**config.mk**
```make
export PLATFORM = sky130hd
export DESIGN_NAME = midi_track_event_parser
export DESIGN_NICKNAME = d
export VERILOG_FILES = /design/src/rtl/core/mtep_pkg.sv /design/src/rtl/core/midi_track_event_parser.sv /design/src/rtl/core/mtep_in_stage.sv /design/src/rtl/core/mtep_core.sv /design/src/rtl/core/mtep_out_stage.sv
export VERILOG_INCLUDE_DIRS = /design/src /design/src/rtl/core
export SDC_FILE = /design/constraint.sdc
export NUM_CORES = 1
export LEC_CHECK = 0
export ABC_AREA = 1
export BUFFER_PORTS_ARGS = -buffer_cell sky130_fd_sc_hd__buf_2
export CAP_MARGIN = 0
export CORE_MARGIN = 8
export CORE_UTILIZATION = 64
export DETAILED_ROUTE_END_ITERATION = 12
export PLACE_DENSITY = 0.94
export REMOVE_ABC_BUFFERS = 1
export SYNTH_ARGS = -nofsm -noshare
export SYNTH_HDL_FRONTEND = slang
export SYNTH_SLANG_ARGS = --single-unit
```
**constraint.sdc**
```tcl
create_clock -name clk_i -period 11.6 [get_ports clk_i]
set_input_delay 2.32 -clock clk_i [delete_from_list [all_inputs] [get_ports clk_i]]
set_output_delay 2.32 -clock clk_i [all_outputs]
set_load 0.02 [all_outputs]
```
**src/rtl/core/midi_track_event_parser_macros.svh**
```systemverilog
// Assertion macros for the MIDI track event parser RTL, included by mtep_core.
`ifndef MIDI_TRACK_EVENT_PARSER_MACROS_SVH
`define MIDI_TRACK_EVENT_PARSER_MACROS_SVH

// Same-cycle implication, disabled while reset is asserted.
`define MTEP_ASSERT_IMP(lbl, clk, rst_n, ante, cons) \
  lbl: assert property (@(posedge clk) disable iff (!rst_n) (ante) |-> (cons)) \
    else $error("mtep assertion failed");

// Next-cycle implication, disabled while reset is asserted.
`define MTEP_ASSERT_NXT(lbl, clk, rst_n, ante, cons) \
  lbl: assert property (@(posedge clk) disable iff (!rst_n) (ante) |=> (cons)) \
    else $error("mtep assertion failed");

`endif

```
**src/rtl/core/mtep_pkg.sv**
```systemverilog
// Types, codes and helpers for the MIDI track event parser.
package mtep_pkg;

  typedef enum logic [2:0] {
    KIND_NOTE    = 3'd0,
    KIND_TEMPO   = 3'd1,
    KIND_END     = 3'd2,
    KIND_IGNORED = 3'd3,
    KIND_UNSUPP  = 3'd4
  } kind_e;

  typedef enum logic [7:0] {
    PH_DELTA     = 8'b0000_0001,
    PH_STATUS    = 8'b0000_0010,
    PH_CHAN_DATA = 8'b0000_0100,
    PH_META_CODE = 8'b0000_1000,
    PH_META_LEN  = 8'b0001_0000,
    PH_TEMPO     = 8'b0010_0000,
    PH_SKIP      = 8'b0100_0000,
    PH_SYSEX_LEN = 8'b1000_0000
  } phase_e;

  localparam logic       OP_DATA      = 1'b0;
  localparam logic       OP_RESTART   = 1'b1;
  localparam logic [7:0] ST_META      = 8'hFF;
  localparam logic [7:0] ST_SYSEX     = 8'hF0;
  localparam logic [7:0] ST_SYSEX_ESC = 8'hF7;
  localparam logic [7:0] META_TEMPO   = 8'h51;
  localparam logic [7:0] META_EOT     = 8'h2F;

  typedef struct packed {
    logic        emit;
    kind_e       kind;
    logic [31:0] delta_ticks;
    logic [7:0]  note_number;
    logic [7:0]  velocity;
    logic [3:0]  channel;
    logic [31:0] tempo_value;
  } res_t;

  // Program change and channel pressure (0xC0..0xDF) carry one data byte.
  function automatic logic one_byte_class(input logic [7:0] st);
    return st[7:5] == 3'b110;
  endfunction

endpackage

```
**src/rtl/core/midi_track_event_parser.sv**
```systemverilog
// Top level of the MIDI track event parser: input register, decoder, result register.
// A completing byte is held in the input register, decoded, then its result is registered.
// Throughput: one byte per cycle; the decode state machine updates once per byte.
// The input side stalls only while the result register holds an untaken result.
// rst_ni (low, async) clears valid flags and decoder state; a restart clears the decoder.
module midi_track_event_parser (
  input  logic        clk_i,
  input  logic        rst_ni,
  input  logic        in_valid_i,
  output logic        in_stall_o,
  input  logic        op_i,
  input  logic [7:0]  data_byte_i,
  output logic        out_valid_o,
  input  logic        out_stall_i,
  output logic [2:0]  kind_o,
  output logic [31:0] delta_ticks_o,
  output logic [7:0]  note_number_o,
  output logic [7:0]  velocity_o,
  output logic [3:0]  channel_o,
  output logic [31:0] tempo_value_o
);

  logic           adv;
  logic           can_load;
  logic           op_q;
  logic [7:0]     byte_q;
  mtep_pkg::res_t res;

  mtep_in_stage u_in (
    .clk_i       (clk_i),
    .rst_ni      (rst_ni),
    .in_valid_i  (in_valid_i),
    .in_stall_o  (in_stall_o),
    .op_i        (op_i),
    .data_byte_i (data_byte_i),
    .adv_ready_i (can_load),
    .adv_o       (adv),
    .op_o        (op_q),
    .data_byte_o (byte_q)
  );

  mtep_core u_core (
    .clk_i       (clk_i),
    .rst_ni      (rst_ni),
    .adv_i       (adv),
    .op_i        (op_q),
    .data_byte_i (byte_q),
    .res_o       (res)
  );

  mtep_out_stage u_out (
    .clk_i         (clk_i),
    .rst_ni        (rst_ni),
    .adv_i         (adv),
    .res_i         (res),
    .can_load_o    (can_load),
    .out_valid_o   (out_valid_o),
    .out_stall_i   (out_stall_i),
    .kind_o        (kind_o),
    .delta_ticks_o (delta_ticks_o),
    .note_number_o (note_number_o),
    .velocity_o    (velocity_o),
    .channel_o     (channel_o),
    .tempo_value_o (tempo_value_o)
  );

endmodule

```
**src/rtl/core/mtep_in_stage.sv**
```systemverilog
// Input register stage: holds one byte transaction for the decode logic.
module mtep_in_stage (
  input  logic       clk_i,
  input  logic       rst_ni,
  input  logic       in_valid_i,
  output logic       in_stall_o,
  input  logic       op_i,
  input  logic [7:0] data_byte_i,
  input  logic       adv_ready_i,
  output logic       adv_o,
  output logic       op_o,
  output logic [7:0] data_byte_o
);

  logic       valid_q;
  logic       op_q;
  logic [7:0] byte_q;

  assign adv_o       = valid_q && adv_ready_i;
  assign in_stall_o  = valid_q && !adv_ready_i;
  assign op_o        = op_q;
  assign data_byte_o = byte_q;

  always_ff @(posedge clk_i or negedge rst_ni) begin
    if (!rst_ni) begin
      valid_q <= 1'b0;
    end else if (!in_stall_o) begin
      valid_q <= in_valid_i;
    end
  end

  always_ff @(posedge clk_i) begin
    if (in_valid_i && !in_stall_o) begin
      op_q   <= op_i;
      byte_q <= data_byte_i;
    end
  end

endmodule

```
**src/rtl/core/mtep_core.sv**
```systemverilog
// Event decode state machine: one byte per cycle while adv_i is high, at most one result per byte.
`include "midi_track_event_parser_macros.svh"

module mtep_core (
  input  logic          clk_i,
  input  logic          rst_ni,
  input  logic          adv_i,
  input  logic          op_i,
  input  logic [7:0]    data_byte_i,
  output mtep_pkg::res_t res_o
);

  mtep_pkg::phase_e phase_q, phase_d;
  logic [7:0]  running_q, running_d;
  logic [31:0] len_q, len_d;
  logic [31:0] delta_q, delta_d;
  logic [31:0] bytes_q, bytes_d;
  logic [7:0]  eff_q, eff_d;
  logic [7:0]  meta_q, meta_d;
  logic [7:0]  first_q, first_d;
  logic [31:0] tempo_q, tempo_d;
  logic        ended_q, ended_d;

  logic        fin;
  logic [31:0] len_shift;
  logic [31:0] bytes_dec;
  logic [31:0] tempo_shift;
  logic [7:0]  b;

  assign b           = data_byte_i;
  assign len_shift   = {len_q[24:0], b[6:0]};
  assign bytes_dec   = bytes_q - 32'd1;
  assign tempo_shift = {tempo_q[23:0], b};

  always_comb begin
    phase_d   = phase_q;
    running_d = running_q;
    len_d     = len_q;
    delta_d   = delta_q;
    bytes_d   = bytes_q;
    eff_d     = eff_q;
    meta_d    = meta_q;
    first_d   = first_q;
    tempo_d   = tempo_q;
    ended_d   = ended_q;
    fin       = 1'b0;
    res_o.emit        = 1'b0;
    res_o.kind        = mtep_pkg::KIND_IGNORED;
    res_o.delta_ticks = delta_q;
    res_o.note_number = 8'd0;
    res_o.velocity    = 8'd0;
    res_o.channel     = 4'd0;
    res_o.tempo_value = 32'd0;

    if (adv_i) begin
      if (op_i == mtep_pkg::OP_RESTART) begin
        phase_d   = mtep_pkg::PH_DELTA;
        running_d = 8'd0;
        len_d     = 32'd0;
        delta_d   = 32'd0;
        bytes_d   = 32'd0;
        eff_d     = 8'd0;
        meta_d    = 8'd0;
        first_d   = 8'd0;
        tempo_d   = 32'd0;
        ended_d   = 1'b0;
      end else if (!ended_q) begin
        unique case (phase_q)
          mtep_pkg::PH_DELTA: begin
            delta_d = {delta_q[24:0], b[6:0]};
            if (!b[7]) phase_d = mtep_pkg::PH_STATUS;
          end
          mtep_pkg::PH_STATUS: begin
            if (b == mtep_pkg::ST_META) begin
              phase_d = mtep_pkg::PH_META_CODE;
            end else if (b == mtep_pkg::ST_SYSEX || b == mtep_pkg::ST_SYSEX_ESC) begin
              len_d   = 32'd0;
              phase_d = mtep_pkg::PH_SYSEX_LEN;
            end else if (b[7]) begin
              eff_d     = b;
              running_d = b;
              bytes_d   = mtep_pkg::one_byte_class(b) ? 32'd1 : 32'd2;
              phase_d   = mtep_pkg::PH_CHAN_DATA;
            end else begin
              // running status: this byte is already the first data byte
              eff_d   = running_q;
              first_d = b;
              if (mtep_pkg::one_byte_class(running_q)) begin
                fin = 1'b1;
              end else begin
                bytes_d = 32'd1;
                phase_d = mtep_pkg::PH_CHAN_DATA;
              end
            end
          end
          mtep_pkg::PH_CHAN_DATA: begin
            if (bytes_q >= 32'd2) begin
              first_d = b;
              bytes_d = 32'd1;
            end else if (eff_q[7:5] == 3'b100) begin
              fin               = 1'b1;
              res_o.kind        = mtep_pkg::KIND_NOTE;
              res_o.note_number = first_q;
              res_o.velocity    = eff_q[4] ? b : 8'd0;
              res_o.channel     = eff_q[3:0];
            end else begin
              fin = 1'b1;
            end
          end
          mtep_pkg::PH_META_CODE: begin
            meta_d  = b;
            len_d   = 32'd0;
            phase_d = mtep_pkg::PH_META_LEN;
          end
          mtep_pkg::PH_META_LEN: begin
            len_d = len_shift;
            if (!b[7]) begin
              if (meta_q == mtep_pkg::META_TEMPO) begin
                tempo_d = 32'd0;
                bytes_d = len_shift;
                if (len_shift == 32'd0) begin
                  fin        = 1'b1;
                  res_o.kind = mtep_pkg::KIND_TEMPO;
                end else begin
                  phase_d = mtep_pkg::PH_TEMPO;
                end
              end else if (meta_q == mtep_pkg::META_EOT) begin
                ended_d    = 1'b1;
                fin        = 1'b1;
                res_o.kind = mtep_pkg::KIND_END;
              end else if (!meta_q[7]) begin
                bytes_d = len_shift;
                if (len_shift == 32'd0) fin = 1'b1;
                else phase_d = mtep_pkg::PH_SKIP;
              end else begin
                fin        = 1'b1;
                res_o.kind = mtep_pkg::KIND_UNSUPP;
              end
            end
          end
          mtep_pkg::PH_SYSEX_LEN: begin
            len_d = len_shift;
            if (!b[7]) begin
              bytes_d = len_shift;
              if (len_shift == 32'd0) fin = 1'b1;
              else phase_d = mtep_pkg::PH_SKIP;
            end
          end
          mtep_pkg::PH_TEMPO: begin
            tempo_d = tempo_shift;
            bytes_d = bytes_dec;
            if (bytes_dec == 32'd0) begin
              fin               = 1'b1;
              res_o.kind        = mtep_pkg::KIND_TEMPO;
              res_o.tempo_value = tempo_shift;
            end
          end
          mtep_pkg::PH_SKIP: begin
            bytes_d = bytes_dec;
            if (bytes_dec == 32'd0) fin = 1'b1;
          end
          default: begin
            phase_d = mtep_pkg::PH_DELTA;
          end
        endcase
        if (fin) begin
          res_o.emit = 1'b1;
          phase_d    = mtep_pkg::PH_DELTA;
          delta_d    = 32'd0;
        end
      end
    end
  end

  always_ff @(posedge clk_i or negedge rst_ni) begin
    if (!rst_ni) begin
      phase_q   <= mtep_pkg::PH_DELTA;
      running_q <= 8'd0;
      len_q     <= 32'd0;
      delta_q   <= 32'd0;
      bytes_q   <= 32'd0;
      eff_q     <= 8'd0;
      meta_q    <= 8'd0;
      first_q   <= 8'd0;
      tempo_q   <= 32'd0;
      ended_q   <= 1'b0;
    end else begin
      phase_q   <= phase_d;
      running_q <= running_d;
      len_q     <= len_d;
      delta_q   <= delta_d;
      bytes_q   <= bytes_d;
      eff_q     <= eff_d;
      meta_q    <= meta_d;
      first_q   <= first_d;
      tempo_q   <= tempo_d;
      ended_q   <= ended_d;
    end
  end

  `MTEP_ASSERT_NXT(a_restart_clears, clk_i, rst_ni,
    adv_i && op_i == mtep_pkg::OP_RESTART,
    phase_q == mtep_pkg::PH_DELTA && !ended_q && running_q == 8'd0)
  `MTEP_ASSERT_NXT(a_end_sets_flag, clk_i, rst_ni,
    res_o.emit && res_o.kind == mtep_pkg::KIND_END, ended_q)
  `MTEP_ASSERT_NXT(a_emit_clears_delta, clk_i, rst_ni,
    res_o.emit, delta_q == 32'd0 && phase_q == mtep_pkg::PH_DELTA)
  `MTEP_ASSERT_IMP(a_no_result_after_end, clk_i, rst_ni, ended_q, !res_o.emit)

endmodule

```
**src/rtl/core/mtep_out_stage.sv**
```systemverilog
// Result register: holds one event result until the consumer takes it.
module mtep_out_stage (
  input  logic           clk_i,
  input  logic           rst_ni,
  input  logic           adv_i,
  input  mtep_pkg::res_t res_i,
  output logic           can_load_o,
  output logic           out_valid_o,
  input  logic           out_stall_i,
  output logic [2:0]     kind_o,
  output logic [31:0]    delta_ticks_o,
  output logic [7:0]     note_number_o,
  output logic [7:0]     velocity_o,
  output logic [3:0]     channel_o,
  output logic [31:0]    tempo_value_o
);

  logic           valid_q;
  mtep_pkg::res_t res_q;

  assign can_load_o    = !valid_q || !out_stall_i;
  assign out_valid_o   = valid_q;
  assign kind_o        = res_q.kind;
  assign delta_ticks_o = res_q.delta_ticks;
  assign note_number_o = res_q.note_number;
  assign velocity_o    = res_q.velocity;
  assign channel_o     = res_q.channel;
  assign tempo_value_o = res_q.tempo_value;

  always_ff @(posedge clk_i or negedge rst_ni) begin
    if (!rst_ni) begin
      valid_q <= 1'b0;
    end else if (can_load_o) begin
      valid_q <= adv_i && res_i.emit;
    end
  end

  always_ff @(posedge clk_i) begin
    if (can_load_o && adv_i && res_i.emit) begin
      res_q <= res_i;
    end
  end

endmodule

```
* Word-level counts from Yosys, hierarchy flattened
Cells that the tools add are included.
** Operators by class
- Add/sub/neg operators :: 1
- Magnitude comparators :: 1
- Eq/ne operators :: 39
- Mux-type cells :: 95
- Bitwise operators :: 6
- Reductions and logical operators :: 36
** Operators by type and width (count)
- 32-bit 2-to-1 mux :: 16
- 8-bit 2-to-1 mux :: 30
- 32-bit case mux with 5 select lines :: 1
- 25-bit 2-to-1 mux :: 4
- 24-bit 2-to-1 mux :: 4
- 25-bit case mux with 3 select lines :: 1
- 32-bit zero test :: 2
- 24-bit case mux with 2 select lines :: 1
- 8-bit case mux with 6 select lines :: 1
- 8-bit equality test (second input constant) :: 4
- 32-bit by 2-bit >= comparator with 1-bit output (second input constant) :: 1
- 32-bit by 1-bit subtractor with 32-bit output (second input constant) :: 1
- 1-bit 2-to-1 mux :: 22
- 8-bit by 6-bit equality test with 1-bit output (second input constant) :: 2
- 8-bit by 7-bit equality test with 1-bit output (second input constant) :: 2
- 4-bit by 3-bit inequality test with 1-bit output (second input constant) :: 4
- 8-bit case mux with 2 select lines :: 1
- 3-bit 2-to-1 mux :: 5
- 3-bit inequality test (second input constant) :: 5
- 4-bit 2-to-1 mux :: 3
- 11-bit AND reduction :: 1
- 5-bit inequality test (second input constant) :: 2
- 10-bit AND reduction :: 1
- 5-bit AND reduction :: 2
- other kinds (32) :: 62
** Storage, ports and cells
- Register bits after elaboration :: 244
- Input port bits :: 13
- Word-level logic and storage cells :: 197

* Logic depth before layout (Yosys ltp)
Gate-level depths: netlist of run 1.
- Depth in word-level cells :: 15
- Gate-level depth with buffers :: 19
- Gate-level depth less buffers :: 17

* By module
Synthesis of run 1 repeated with hierarchy kept, for this count alone.
** Unflattened totals
- Cell total of the unflattened synthesis :: 1235
- Area, all modules :: 11317.1 µm²
** Modules (own cells, without submodules)
- mtep_core :: times used 1, cells an instance 1124, area an instance 8320.5 µm², seq. area each 3654.8 µm²
- mtep_out_stage :: times used 1, cells an instance 93, area an instance 2661.3 µm², seq. area each 2637.5 µm²
- mtep_in_stage :: times used 1, cells an instance 18, area an instance 335.3 µm², seq. area each 295.3 µm²

* Least setup slack after synthesis of run 1
No wires, ideal clock.
- Path kind :: input to register
- From :: input out_stall_i
- To :: register u_out.res_q (netlist bit u_out.channel_o[0]), enable pin
- Library setup time :: 0.535 ns
- Arrival time :: 6.487 ns
- Slack :: 4.579 ns
- Stages on the path :: 5
- Buffers on the path :: 0
- Cells stage by stage :: nand2_1 > nand2_1 > nor2_2 > nand2_1 > nor2_1
** On the way
- Longest elaborated chain between the ends :: 5
- Elaborated cells between the ends (all ways) :: 6
** Ends and longest elaborated chain
- start: declaration :: line midi_track_event_parser.sv:14 : input logic out_stall_i,
- 1-bit zero test * :: line mtep_out_stage.sv:21 : assign can_load_o = !valid_q || !out_stall_i;
- 1-bit logical OR * :: line mtep_out_stage.sv:21
- 1-bit logical AND :: line mtep_in_stage.sv:19 : assign adv_o = valid_q && adv_ready_i;
- 4-bit 2-to-1 mux / 1-bit logical AND (equally long branches) :: line mtep_core.sv:55, mtep_out_stage.sv:39
- 1-bit logical AND * :: line mtep_out_stage.sv:39 : if (can_load_o && adv_i && res_i.emit) begin
- end signal: assignment :: line mtep_out_stage.sv:40 : res_q <= res_i;
- end: declaration :: line mtep_out_stage.sv:19 : mtep_pkg::res_t res_q;
Mark *: on every way between the ends. The rest lies on a longest branch, timed or not.
A chain may end at the register's enable or synchronous reset.

* Worst setup path in the final report of run 1
- From :: input out_stall_i
- To :: output in_stall_o
** On the way
- Longest elaborated chain between the ends :: 4
** Ends and longest elaborated chain
- 1-bit zero test :: line mtep_out_stage.sv:21
- 1-bit logical OR :: line mtep_out_stage.sv:21
- 1-bit zero test :: line mtep_in_stage.sv:20 : assign in_stall_o = valid_q && !adv_ready_i;
- 1-bit logical AND :: line mtep_in_stage.sv:20
- end: declaration :: line midi_track_event_parser.sv:10 : output logic in_stall_o,
Every way passes these cells.

==> impl_metrics.env, run 1 <==
export IMPL_cts_buffer_depth=3
export IMPL_finalSetupTns_ns=0
export IMPL_grt_total_usage_pct=26.68
export IMPL_setup_violations=0
export IMPL_vias=9566
export IMPL_rsz0062_at_grt="no"
export IMPL_pwr_share_clk_pct=35.8
export IMPL_top_usage_layer="met2"
export IMPL_post_cts_buffers=0
export IMPL_power_internal_uw=1492
export IMPL_pwr_share_comb_pct=16.9
export IMPL_layout_nets=1356
export IMPL_placed_area_mm2=0.01201
export IMPL_path_common_cell="buf_2"
export IMPL_switching_share_pct=29.78
export IMPL_yosysWarnings=0
export IMPL_layout_commonest_cell="nand2_1"
export IMPL_die_height_um=149.5
export IMPL_ff_latch_area_mm2=0.006588
export IMPL_via_per_inst=6.028
export IMPL_place_inst=1542
export IMPL_dieArea_mm2=0.02235
export IMPL_slew_limit_headroom_pct=20.35
export IMPL_max_freq_mhz=194.2
export IMPL_insertion_delay_ns=0.53
export IMPL_synth_edf_count=96
export IMPL_drt_pass1_iter_count=6
export IMPL_critPathKind="input port to output port"
export IMPL_antenna_found_initial=0
export IMPL_clkTransAtPathRegs_ns=0.06
export IMPL_grt_pass1_vias=9228
export IMPL_fin_area_mm2=0.01279
export IMPL_start_util_pct=64.39
export IMPL_cp_slowest_cell="buf_2"
export IMPL_met3_usage_pct=4.778
export IMPL_outcome="finished clean"
export IMPL_cts_resized=0
export IMPL_tightestPinTransition_ns=1.193
export IMPL_switchingPower_uw=632.6
export IMPL_crit_arrival_ns=2.83
export IMPL_drcViolationCount=0
export IMPL_cts_max_level=1
export IMPL_critPathMaxFanout=3
export IMPL_drv_cap=0
export IMPL_hold_violations=0
export IMPL_end_kind="output port"
export IMPL_synth_flop_cell="dfrtp_1"
export IMPL_root_buffer="clkbuf_16"
export IMPL_die_width_um=149.5
export IMPL_worstHoldPathType="flop to flop"
export IMPL_layout_cells_non_filler=1587
export IMPL_met2_usage_pct=43.65
export IMPL_netlist_area_mm2=0.01141
export IMPL_core_area_mm2=0.01772
export IMPL_numClockSinks=244
export IMPL_final_cell_mix="236 x nand2_1, 165 x nor2_1, 147 x dfrtp_1, 136 x inv_1, 100 x buf_2"
export IMPL_antenna_left=0
export IMPL_ios=102
export IMPL_post_route_period_util_pct=44.39
export IMPL_crit_family="buffers and inverters"
export IMPL_synthArstFlopShare_pct=60.66
export IMPL_critPathBufInv=2
export IMPL_layout_drive_gt1_share_pct=15.83
export IMPL_totalPowerFinal_uw=2125
export IMPL_place_congestion=0.9438
export IMPL_grt_pass1_wl_um=48010
export IMPL_path_cells="buf_2 -> nand2_1 -> nor2_1 -> buf_2"
export IMPL_diodes=0
export IMPL_dr_first_iter_drc_count=1151
export IMPL_fin_skew_ns=0.01146
export IMPL_ys_types=43
export IMPL_routed_wl_um=30100
export IMPL_startpoint_type="input port"
export IMPL_ys_seq_area_share_pct=57.74
export IMPL_wire_per_inst_um=18.97
export IMPL_use_met1_pct=35.10
export IMPL_cts_hold_buf=0
export IMPL_syn_avg_cell_area_um2=9.062
export IMPL_cp_required_ns=9.28
export IMPL_max_stage_delay_ns=0.19
export IMPL_dp_hpwl_um=20490
export IMPL_overflow=0
export IMPL_peakVddDrop_uv=128.2
export IMPL_fillCellCount=1228
export IMPL_grt_max_degree=85
export IMPL_io_buffers=101
export IMPL_num_rows=49
export IMPL_cts_buffers=25
export IMPL_ys_seq_elements=244
export IMPL_post_route_util_pct=72.16
export IMPL_pwr_share_seq_pct=47.3
export IMPL_pwr_density_cell_mw_per_mm2=166.2
export IMPL_period_minus_slack_ns=5.149
export IMPL_multiInputGateArea_mm2=0.004023
export IMPL_syn2layout_area_growth_pct=12.07
export IMPL_cts_tree="done"
export IMPL_leakagePower_uw=0.005522
export IMPL_synthCells=1259
export IMPL_slew_viol_final=0
[final timing paths]
check / depth (start not counted) / slack, ns / start / to
setup / recovery: 4 / 6.45 / out_stall_i / in_stall_o
hold / removal: 0 / 0.46 / u_core.delta_q[31]$_DFFE_PN0P_ / u_out.delta_ticks_o[31]$_DFFE_PP_
setup reg to reg: 15 / 7.03 / u_core.bytes_q[0]$_DFFE_PN0P_ / u_out.tempo_value_o[23]$_SDFFCE_PP0P_
hold reg to reg: 0 / 0.46 / u_core.delta_q[31]$_DFFE_PN0P_ / u_out.delta_ticks_o[31]$_DFFE_PP_
max in group asynchronous: 2 / 8.42 / rst_ni / u_core.delta_q[3]$_DFFE_PN0P_
min in group asynchronous: 1 / 1.84 / rst_ni / u_core.tempo_q[17]$_DFFE_PN0P_
[stage by stage]
stage                     setup WS [ns]  hold WS [ns]
after floorplan                   4.561        0.4253
after global placement            6.496        0.4336
after detailed placement          6.419        0.4456
after CTS                         6.457        0.4621
after global routing              6.408        0.4719
final                             6.451        0.4635
[final cells by class]
cell class	count	share of cell area, %
tap	229	2.241
clock buffer	30	5.196
clock inverter	15	0.8514
multi-input combinational	814	31.46
sequential	244	51.52
inverter	147	4.315
timing repair buffer	108	4.413
[state kept, by name, indices dropped and copies added (netlist names)]
name / flops
u_core.bytes_q: 32
u_core.delta_q: 32
u_out.delta_ticks_o: 32
u_out.tempo_value_o: 32
u_core.len_q: 25
u_core.tempo_q: 24
u_core.eff_q: 8
u_core.first_q: 8
u_core.meta_q: 8
u_core.phase_q: 8
u_in.data_byte_o: 8
u_out.note_number_o: 8
u_out.velocity_o: 8
u_out.channel_o: 4
u_out.kind_o: 3
u_core.ended_q: 1
u_in.op_o: 1
u_in.valid_q: 1
u_out.out_valid_o: 1
[metal layers]
layer  wire length, µm  part of all wire [%]
met1             11650                    39
met2             14400                    48
met3              2955                   9.8
met4              1093                   3.6
met5                 0                     0
[synthesized netlist by cell type, types with 6 or more instances]
library cell  count  area share [%]
o21ai_2           6            0.46
inv_1           136             4.5
nand2_2          23             1.3
nor4_1           10            0.55
buf_6             6            0.59
nor2_4            8            0.79
o21ai_1          34             1.5
inv_2             8            0.26
nor2_1          167             5.5
nand3_1          79             3.5
clkbuf_1         27            0.89
edfxtp_1         96              25
nand2_1         236             7.8
nand4_1          63             3.5
dfrtp_1         147              32
nor3_1            8            0.35
buf_2            17            0.75
a21oi_1          25             1.1
xor2_1            6            0.46
o21ai_0          95             4.2
o22ai_1           9            0.49
nor2_2            9            0.49
[worst reg2reg max path, cell delays in order, from the launching register on]
cell     delay [ns]
dfrtp_1        0.47
inv_1          0.18
ha_1           0.29
nand2_1        0.10
nor2_1         0.10
nand3_1        0.15
o21ai_1        0.16
nand2_1        0.11
nor2_1         0.11
nand2_1        0.08
nor2_2         0.21
nand4_4        0.48
nand2_2        0.23
inv_2          0.14
nor2_4         0.58
buf_4          0.74
[logic make-up after synthesis]
| logic type | share of synthesized area, % |
|---|---|
| AND/OR/NAND/NOR | 25.09 |
| flip-flops | 57.74 |
| buffers and inverters | 7.194 |
| AO/OA/AOI/OAI | 8.807 |
| XOR/XNOR | 0.8336 |
| adder cells (fa/ha/maj) | 0.3291 |
[power groups by stage]
stage	Combinational (µW)	Clock (µW)	Sequential, µW
final	359	761	1010
after global routing	395	802	1010
after CTS	354	766	1000
after detailed placement	348	0	1020
after global placement	335	0	1010
after floorplan	248	0	1010
No activity file was read; power rests on OpenSTA's default activity.
==> inputs of run 2 (changes only) <==
--- a/config.mk
+++ b/config.mk
@@ -10,9 +10,9 @@
 export BUFFER_PORTS_ARGS = -buffer_cell sky130_fd_sc_hd__buf_2
 export CAP_MARGIN = 0
 export CORE_MARGIN = 8
-export CORE_UTILIZATION = 64
+export CORE_UTILIZATION = 54
 export DETAILED_ROUTE_END_ITERATION = 12
-export PLACE_DENSITY = 0.94
+export PLACE_DENSITY = 0.85
 export REMOVE_ABC_BUFFERS = 1
 export SYNTH_ARGS = -nofsm -noshare
 export SYNTH_HDL_FRONTEND = slang
==> constraint.sdc (replaced) <==
create_clock -name clk_i -period 4.2 [get_ports clk_i]
set_input_delay 0.84 -clock clk_i [delete_from_list [all_inputs] [get_ports clk_i]]
set_output_delay 0.84 -clock clk_i [all_outputs]
set_load 0.02 [all_outputs]
==> run 2 against run 1 <==
Clock skew grew 0.0028 ns. Via count down 2.7%. Worst hold slack got worse by 0.072 ns. Sequential share of layout area decreased by 0.66 points. Total power grew to 2.8 times the previous value. Non-clock buffer count rose by 10. Die area increased by 16%. Sequential power grew to 2.8 times the previous value. Highest routed layer unchanged.
==> impl_metrics.env, run 2 (synthesized netlist as in run 1, its figures left out) <==
export IMPL_outcome="finished clean"
export IMPL_io_buffers=101
export IMPL_rrSetupSlack_ns=0.89
export IMPL_grt_total_usage_pct=22.35
export IMPL_crit_arrival_ns=3.50
export IMPL_routed_wl_um=29640
export IMPL_period_minus_slack_ns=3.306
export IMPL_grt_pass1_vias=8911
export IMPL_slew_viol_final=0
export IMPL_setup_violations=0
export IMPL_wire_per_inst_um=18.03
export IMPL_startpoint_type="flop"
export IMPL_post_route_period_util_pct=78.71
export IMPL_dr_first_iter_drc_count=1020
export IMPL_final_cell_mix="236 x nand2_1, 165 x nor2_1, 147 x dfrtp_1, 136 x inv_1, 100 x buf_2"
export IMPL_fin_area_mm2=0.01295
export IMPL_drv_cap=0
export IMPL_use_met1_pct=29.13
export IMPL_clkTransAtPathRegs_ns=0.06
export IMPL_syn2layout_area_growth_pct=13.52
export IMPL_pwr_density_cell_mw_per_mm2=452.7
export IMPL_cts_buffer_depth=3
export IMPL_drcViolationCount=0
export IMPL_root_buffer="clkbuf_16"
export IMPL_crit_start="u_core.bytes_q[0]$_DFFE_PN0P_"
export IMPL_dieArea_mm2=0.02603
export IMPL_critPathKind="flop to flop"
export IMPL_layout_nets=1366
export IMPL_grt_max_degree=95
export IMPL_start_util_pct=54.62
export IMPL_met3_usage_pct=3.818
export IMPL_die_height_um=161.4
export IMPL_r2r_start="u_core.bytes_q[0]$_DFFE_PN0P_"
export IMPL_placed_area_mm2=0.01218
export IMPL_rsz0062_at_grt="no"
export IMPL_antenna_left=0
export IMPL_diodes=0
export IMPL_layout_drive_gt1_share_pct=16.22
export IMPL_drt_pass1_iter_count=7
export IMPL_layout_commonest_cell="nand2_1"
export IMPL_cts_hold_buf=0
export IMPL_via_per_inst=5.661
export IMPL_grt_pass1_wl_um=47090
export IMPL_ios=102
export IMPL_overflow=0
export IMPL_max_freq_mhz=302.5
export IMPL_cts_max_level=1
export IMPL_die_width_um=161.4
export IMPL_antenna_found_initial=0
export IMPL_leakagePower_uw=0.005574
export IMPL_vias=9306
export IMPL_finalSetupTns_ns=0
export IMPL_cts_resized=0
export IMPL_numClockSinks=244
export IMPL_pre_cts_slack_ns=0.9354
export IMPL_end_kind="flop"
export IMPL_peakVddDrop_uv=375.6
export IMPL_worst_r2r_cell_count=16
export IMPL_insertion_delay_ns=0.54
export IMPL_cp_required_ns=4.40
export IMPL_cts_tree="done"
export IMPL_met2_usage_pct=36.36
export IMPL_core_area_mm2=0.02089
export IMPL_post_cts_buffers=0
export IMPL_slew_limit_headroom_pct=41.22
export IMPL_fillCellCount=1704
export IMPL_place_congestion=0.9506
export IMPL_num_rows=53
export IMPL_worstHoldPathType="input port to async pin"
export IMPL_fin_skew_ns=0.01428
export IMPL_critPathMaxFanout=30
export IMPL_tightestPinTransition_ns=0.8818
export IMPL_post_route_util_pct=62.00
export IMPL_hold_ws_ns=0.3917
export IMPL_cts_buffers=25
export IMPL_setup_ws_ns=0.8944
export IMPL_dp_hpwl_um=20260
export IMPL_hold_violations=0
export IMPL_top_usage_layer="met2"
export IMPL_crit_path_end="u_out.delta_ticks_o[0]$_DFFE_PP_"
export IMPL_timing_rr_end="u_out.delta_ticks_o[0]$_DFFE_PP_"
run 2: cell type report:
cell class                      count  area (µm²)  share of cell area (%)
Sequential cell                   244        6588                   50.86
Multi-Input combinational cell    814        4023                   31.06
Clock buffer                       36       696.9                   5.381
Timing Repair Buffer              118       676.9                   5.227
Inverter                          147       551.8                   4.260
Tap cell                          275       344.1                   2.657
Clock inverter                     10       71.32                  0.5507
run 2: worst min path at each step:
stage,start,slack (ns),depth (start not counted),end
after floorplan,u_core.delta_q[25]$_DFFE_PN0P_,0.43,0,u_out.delta_ticks_o[25]$_DFFE_PP_
after global placement,u_core.delta_q[27]$_DFFE_PN0P_,0.44,0,u_out.delta_ticks_o[27]$_DFFE_PP_
after detailed placement,u_core.delta_q[26]$_DFFE_PN0P_,0.44,0,u_out.delta_ticks_o[26]$_DFFE_PP_
after CTS,rst_ni,0.42,1,u_core.tempo_q[23]$_DFFE_PN0P_
after global routing,rst_ni,0.46,1,u_core.tempo_q[9]$_DFFE_PN0P_
final,rst_ni,0.39,1,u_core.tempo_q[9]$_DFFE_PN0P_
run 2: where the power goes:
| group | switching (µW) | internal (µW) |
|---|---|---|
| logic | 690 | 302 |
| registers | 132 | 2650 |
| clock network | 930 | 1160 |
run 2: metal layers:
metal  routed length (µm)  up-vias
met1                12070     4397
met4                 1114        0
met3                 2517       88
met5                    0        -
li1                     -     4372
met2                13940      449
run 2: critical path: stages (launching register included):
cell,delay [ns]
dfrtp_1,0.44
inv_1,0.17
ha_1,0.28
nand2_4,0.12
nor2_8,0.18
nand2_2,0.09
o21ai_1,0.12
nand2_1,0.08
nor2_1,0.14
nand2_1,0.09
nor2_2,0.18
nand4_4,0.08
buf_4,0.25
nand2_2,0.11
inv_2,0.10
nor2_4,0.13
buf_4,0.36
run 2: through the flow:
stage	cells	power, µW
2_1_floorplan	1205	3471
3_3_place_gp	1598	3745
3_5_place_dp	1598	3781
4_1_cts	1644	5872
5_1_grt	1644	6086
6_report	1644	5863
==> inputs of run 3 (changes only) <==
--- a/config.mk
+++ b/config.mk
@@ -10,9 +10,9 @@
 export BUFFER_PORTS_ARGS = -buffer_cell sky130_fd_sc_hd__buf_2
 export CAP_MARGIN = 0
 export CORE_MARGIN = 8
-export CORE_UTILIZATION = 54
+export CORE_UTILIZATION = 60
 export DETAILED_ROUTE_END_ITERATION = 12
-export PLACE_DENSITY = 0.85
+export PLACE_DENSITY = 0.89
 export REMOVE_ABC_BUFFERS = 1
 export SYNTH_ARGS = -nofsm -noshare
 export SYNTH_HDL_FRONTEND = slang
==> constraint.sdc (replaced) <==
create_clock -name clk_i -period 3.17 [get_ports clk_i]
set_input_delay 0.634 -clock clk_i [delete_from_list [all_inputs] [get_ports clk_i]]
set_output_delay 0.634 -clock clk_i [all_outputs]
set_load 0.02 [all_outputs]
==> run 3 against run 2 <==
Clock power is 48% higher. Combinational power grew 43%. Die area fell by 9.0%. Fmax rose by 9.9%. Worst hold slack got worse by 0.29 ns. Critical path depth did not move. Sequential share of layout area decreased by 0.95 points. Total power grew 40%. Register-to-register slack got worse by 0.73 ns. Via count up 4.6%. Clock-buffer cell count fell by 7. Final area is 1.9% higher. Largest cell class unchanged.
==> impl_metrics.env, run 3 (synthesized netlist as in run 1, its figures left out) <==
export IMPL_grt_pass1_vias=9355
export IMPL_wire_per_inst_um=19.25
export IMPL_final_cell_mix="235 x nand2_1, 164 x nor2_1, 147 x dfrtp_1, 136 x inv_1, 100 x buf_2"
export IMPL_slew_viol_final=0
export IMPL_cts_hold_buf=0
export IMPL_grt_max_degree=66
export IMPL_worstHoldPathType="input port to async pin"
export IMPL_layout_drive_gt1_share_pct=17.82
export IMPL_diodes=0
export IMPL_antenna_left=0
export IMPL_cts_max_level=1
export IMPL_startpoint_type="flop"
export IMPL_numClockSinks=244
export IMPL_dr_first_iter_drc_count=1169
export IMPL_pwr_density_cell_mw_per_mm2=621.3
export IMPL_die_width_um=153.9
export IMPL_routed_wl_um=31190
export IMPL_layout_cells_non_filler=1620
export IMPL_leakagePower_uw=0.005728
export IMPL_fin_area_mm2=0.01320
export IMPL_io_buffers=101
export IMPL_cts_buffer_depth=3
export IMPL_crit_arrival_ns=3.23
export IMPL_r2r_start="u_core.bytes_q[0]$_DFFE_PN0P_"
export IMPL_period_minus_slack_ns=3.007
export IMPL_totalPowerFinal_uw=8200
export IMPL_end_kind="flop"
export IMPL_slew_limit_headroom_pct=44.26
export IMPL_post_route_util_pct=70.56
export IMPL_rrSetupSlack_ns=0.16
export IMPL_antenna_found_initial=0
export IMPL_vias=9735
export IMPL_grt_total_usage_pct=25.83
export IMPL_clkTransAtPathRegs_ns=0.06
export IMPL_ff_latch_area_mm2=0.006588
export IMPL_syn2layout_area_growth_pct=15.68
export IMPL_tightestPinTransition_ns=0.8284
export IMPL_core_area_mm2=0.01871
export IMPL_post_route_period_util_pct=94.85
export IMPL_multiInputGateArea_mm2=0.004028
export IMPL_insertion_delay_ns=0.54
export IMPL_ios=102
export IMPL_overflow=0
export IMPL_critPathMaxFanout=26
export IMPL_die_height_um=153.9
export IMPL_fin_skew_ns=0.02582
export IMPL_cts_tree="done"
export IMPL_place_inst=1573
export IMPL_max_freq_mhz=332.6
export IMPL_rsz0062_at_grt="no"
export IMPL_drt_pass1_iter_count=6
export IMPL_dieArea_mm2=0.02368
export IMPL_dp_hpwl_um=21180
export IMPL_outcome="finished clean"
export IMPL_peakVddDrop_uv=393.3
export IMPL_hold_violations=0
export IMPL_root_buffer="clkbuf_16"
export IMPL_cp_required_ns=3.39
export IMPL_fillCellCount=1294
export IMPL_layout_commonest_cell="nand2_1"
export IMPL_critPathKind="flop to flop"
export IMPL_start_util_pct=60.99
export IMPL_placed_area_mm2=0.01229
export IMPL_timing_rr_end="u_out.tempo_value_o[24]$_SDFFCE_PP0P_"
export IMPL_place_congestion=0.9485
export IMPL_num_rows=50
export IMPL_setup_violations=0
export IMPL_drv_cap=0
export IMPL_drcViolationCount=0
export IMPL_via_per_inst=6.009
export IMPL_worst_r2r_cell_count=16
export IMPL_layout_nets=1384
export IMPL_grt_pass1_wl_um=49560
export IMPL_cts_buffers=25
-- run 3: worst max-delay path: stages (launching register included) --
cell	delay (ns)
dfrtp_1	0.38
inv_1	0.14
ha_1	0.27
nand2_4	0.13
nor2_8	0.21
nand2_2	0.10
o21ai_1	0.14
nand2_1	0.10
nor2_1	0.14
nand2_1	0.08
nor2_2	0.21
nand4_4	0.14
nand2_2	0.10
inv_2	0.05
nor2_4	0.17
buf_12	0.15
buf_12	0.17
-- run 3: worst max path at each step --
stage / start / end / slack (ns) / depth (start not counted)
final: u_core.bytes_q[0]$_DFFE_PN0P_ / u_out.tempo_value_o[24]$_SDFFCE_PP0P_ / 0.16 / 16
after global routing: u_core.bytes_q[0]$_DFFE_PN0P_ / u_out.kind_o[1]$_SDFFCE_PP1P_ / 0.01 / 16
after CTS: u_core.bytes_q[0]$_DFFE_PN0P_ / u_out.delta_ticks_o[8]$_DFFE_PP_ / 0.13 / 15
after detailed placement: u_core.bytes_q[0]$_DFFE_PN0P_ / u_out.delta_ticks_o[14]$_DFFE_PP_ / 0.16 / 15
after global placement: u_core.bytes_q[0]$_DFFE_PN0P_ / u_out.delta_ticks_o[14]$_DFFE_PP_ / 0.17 / 15
after floorplan: u_core.phase_q[6]$_DFFE_PN0P_ / u_out.channel_o[0]$_SDFFCE_PP0P_ / -3.20 / 9
-- run 3: what timing repair did --
action	in CTS	in global routing
endpoints found under the setup margin	0	101
buffers inserted	0	2
resized for setup	0	3
-- run 3: metrics by stage --
step	hold slack, ns	setup WS, ns	setup TNS [ns]
after floorplan	0.3384	-3.197	-309.21
after global placement	0.4358	0.1714	0
after CTS	0.1174	0.1339	0
after global routing	0.1516	0.01229	0
after detailed placement	0.4395	0.1642	0
final	0.1000	0.1632	0
-- run 3: cell type report --
type / instances / area share [%]
clock inverter: 16 / 1.280
tap: 234 / 2.218
sequential: 244 / 49.91
clock buffer: 29 / 5.328
inverter: 147 / 4.181
multi-input combinational: 814 / 30.52
timing repair buffer: 136 / 6.560
-- run 3: layer usage --
metal,GRT usage (%),routed length [µm],share of wire (%),vias up
met5,0,0,0,-
met4,10.64,1170,3.8,0
met3,4.877,3102,9.9,126
met2,42.37,14890,48,609
met1,33.36,12020,39,4601
li1,-,-,-,4399
-- run 3: power breakdown --
part / switching [µW] / leakage (µW) / internal (µW)
logic: 995 / 0.00249 / 428
registers: 170 / 0.00282 / 3500
clock network: 1270 / 0.000421 / 1840
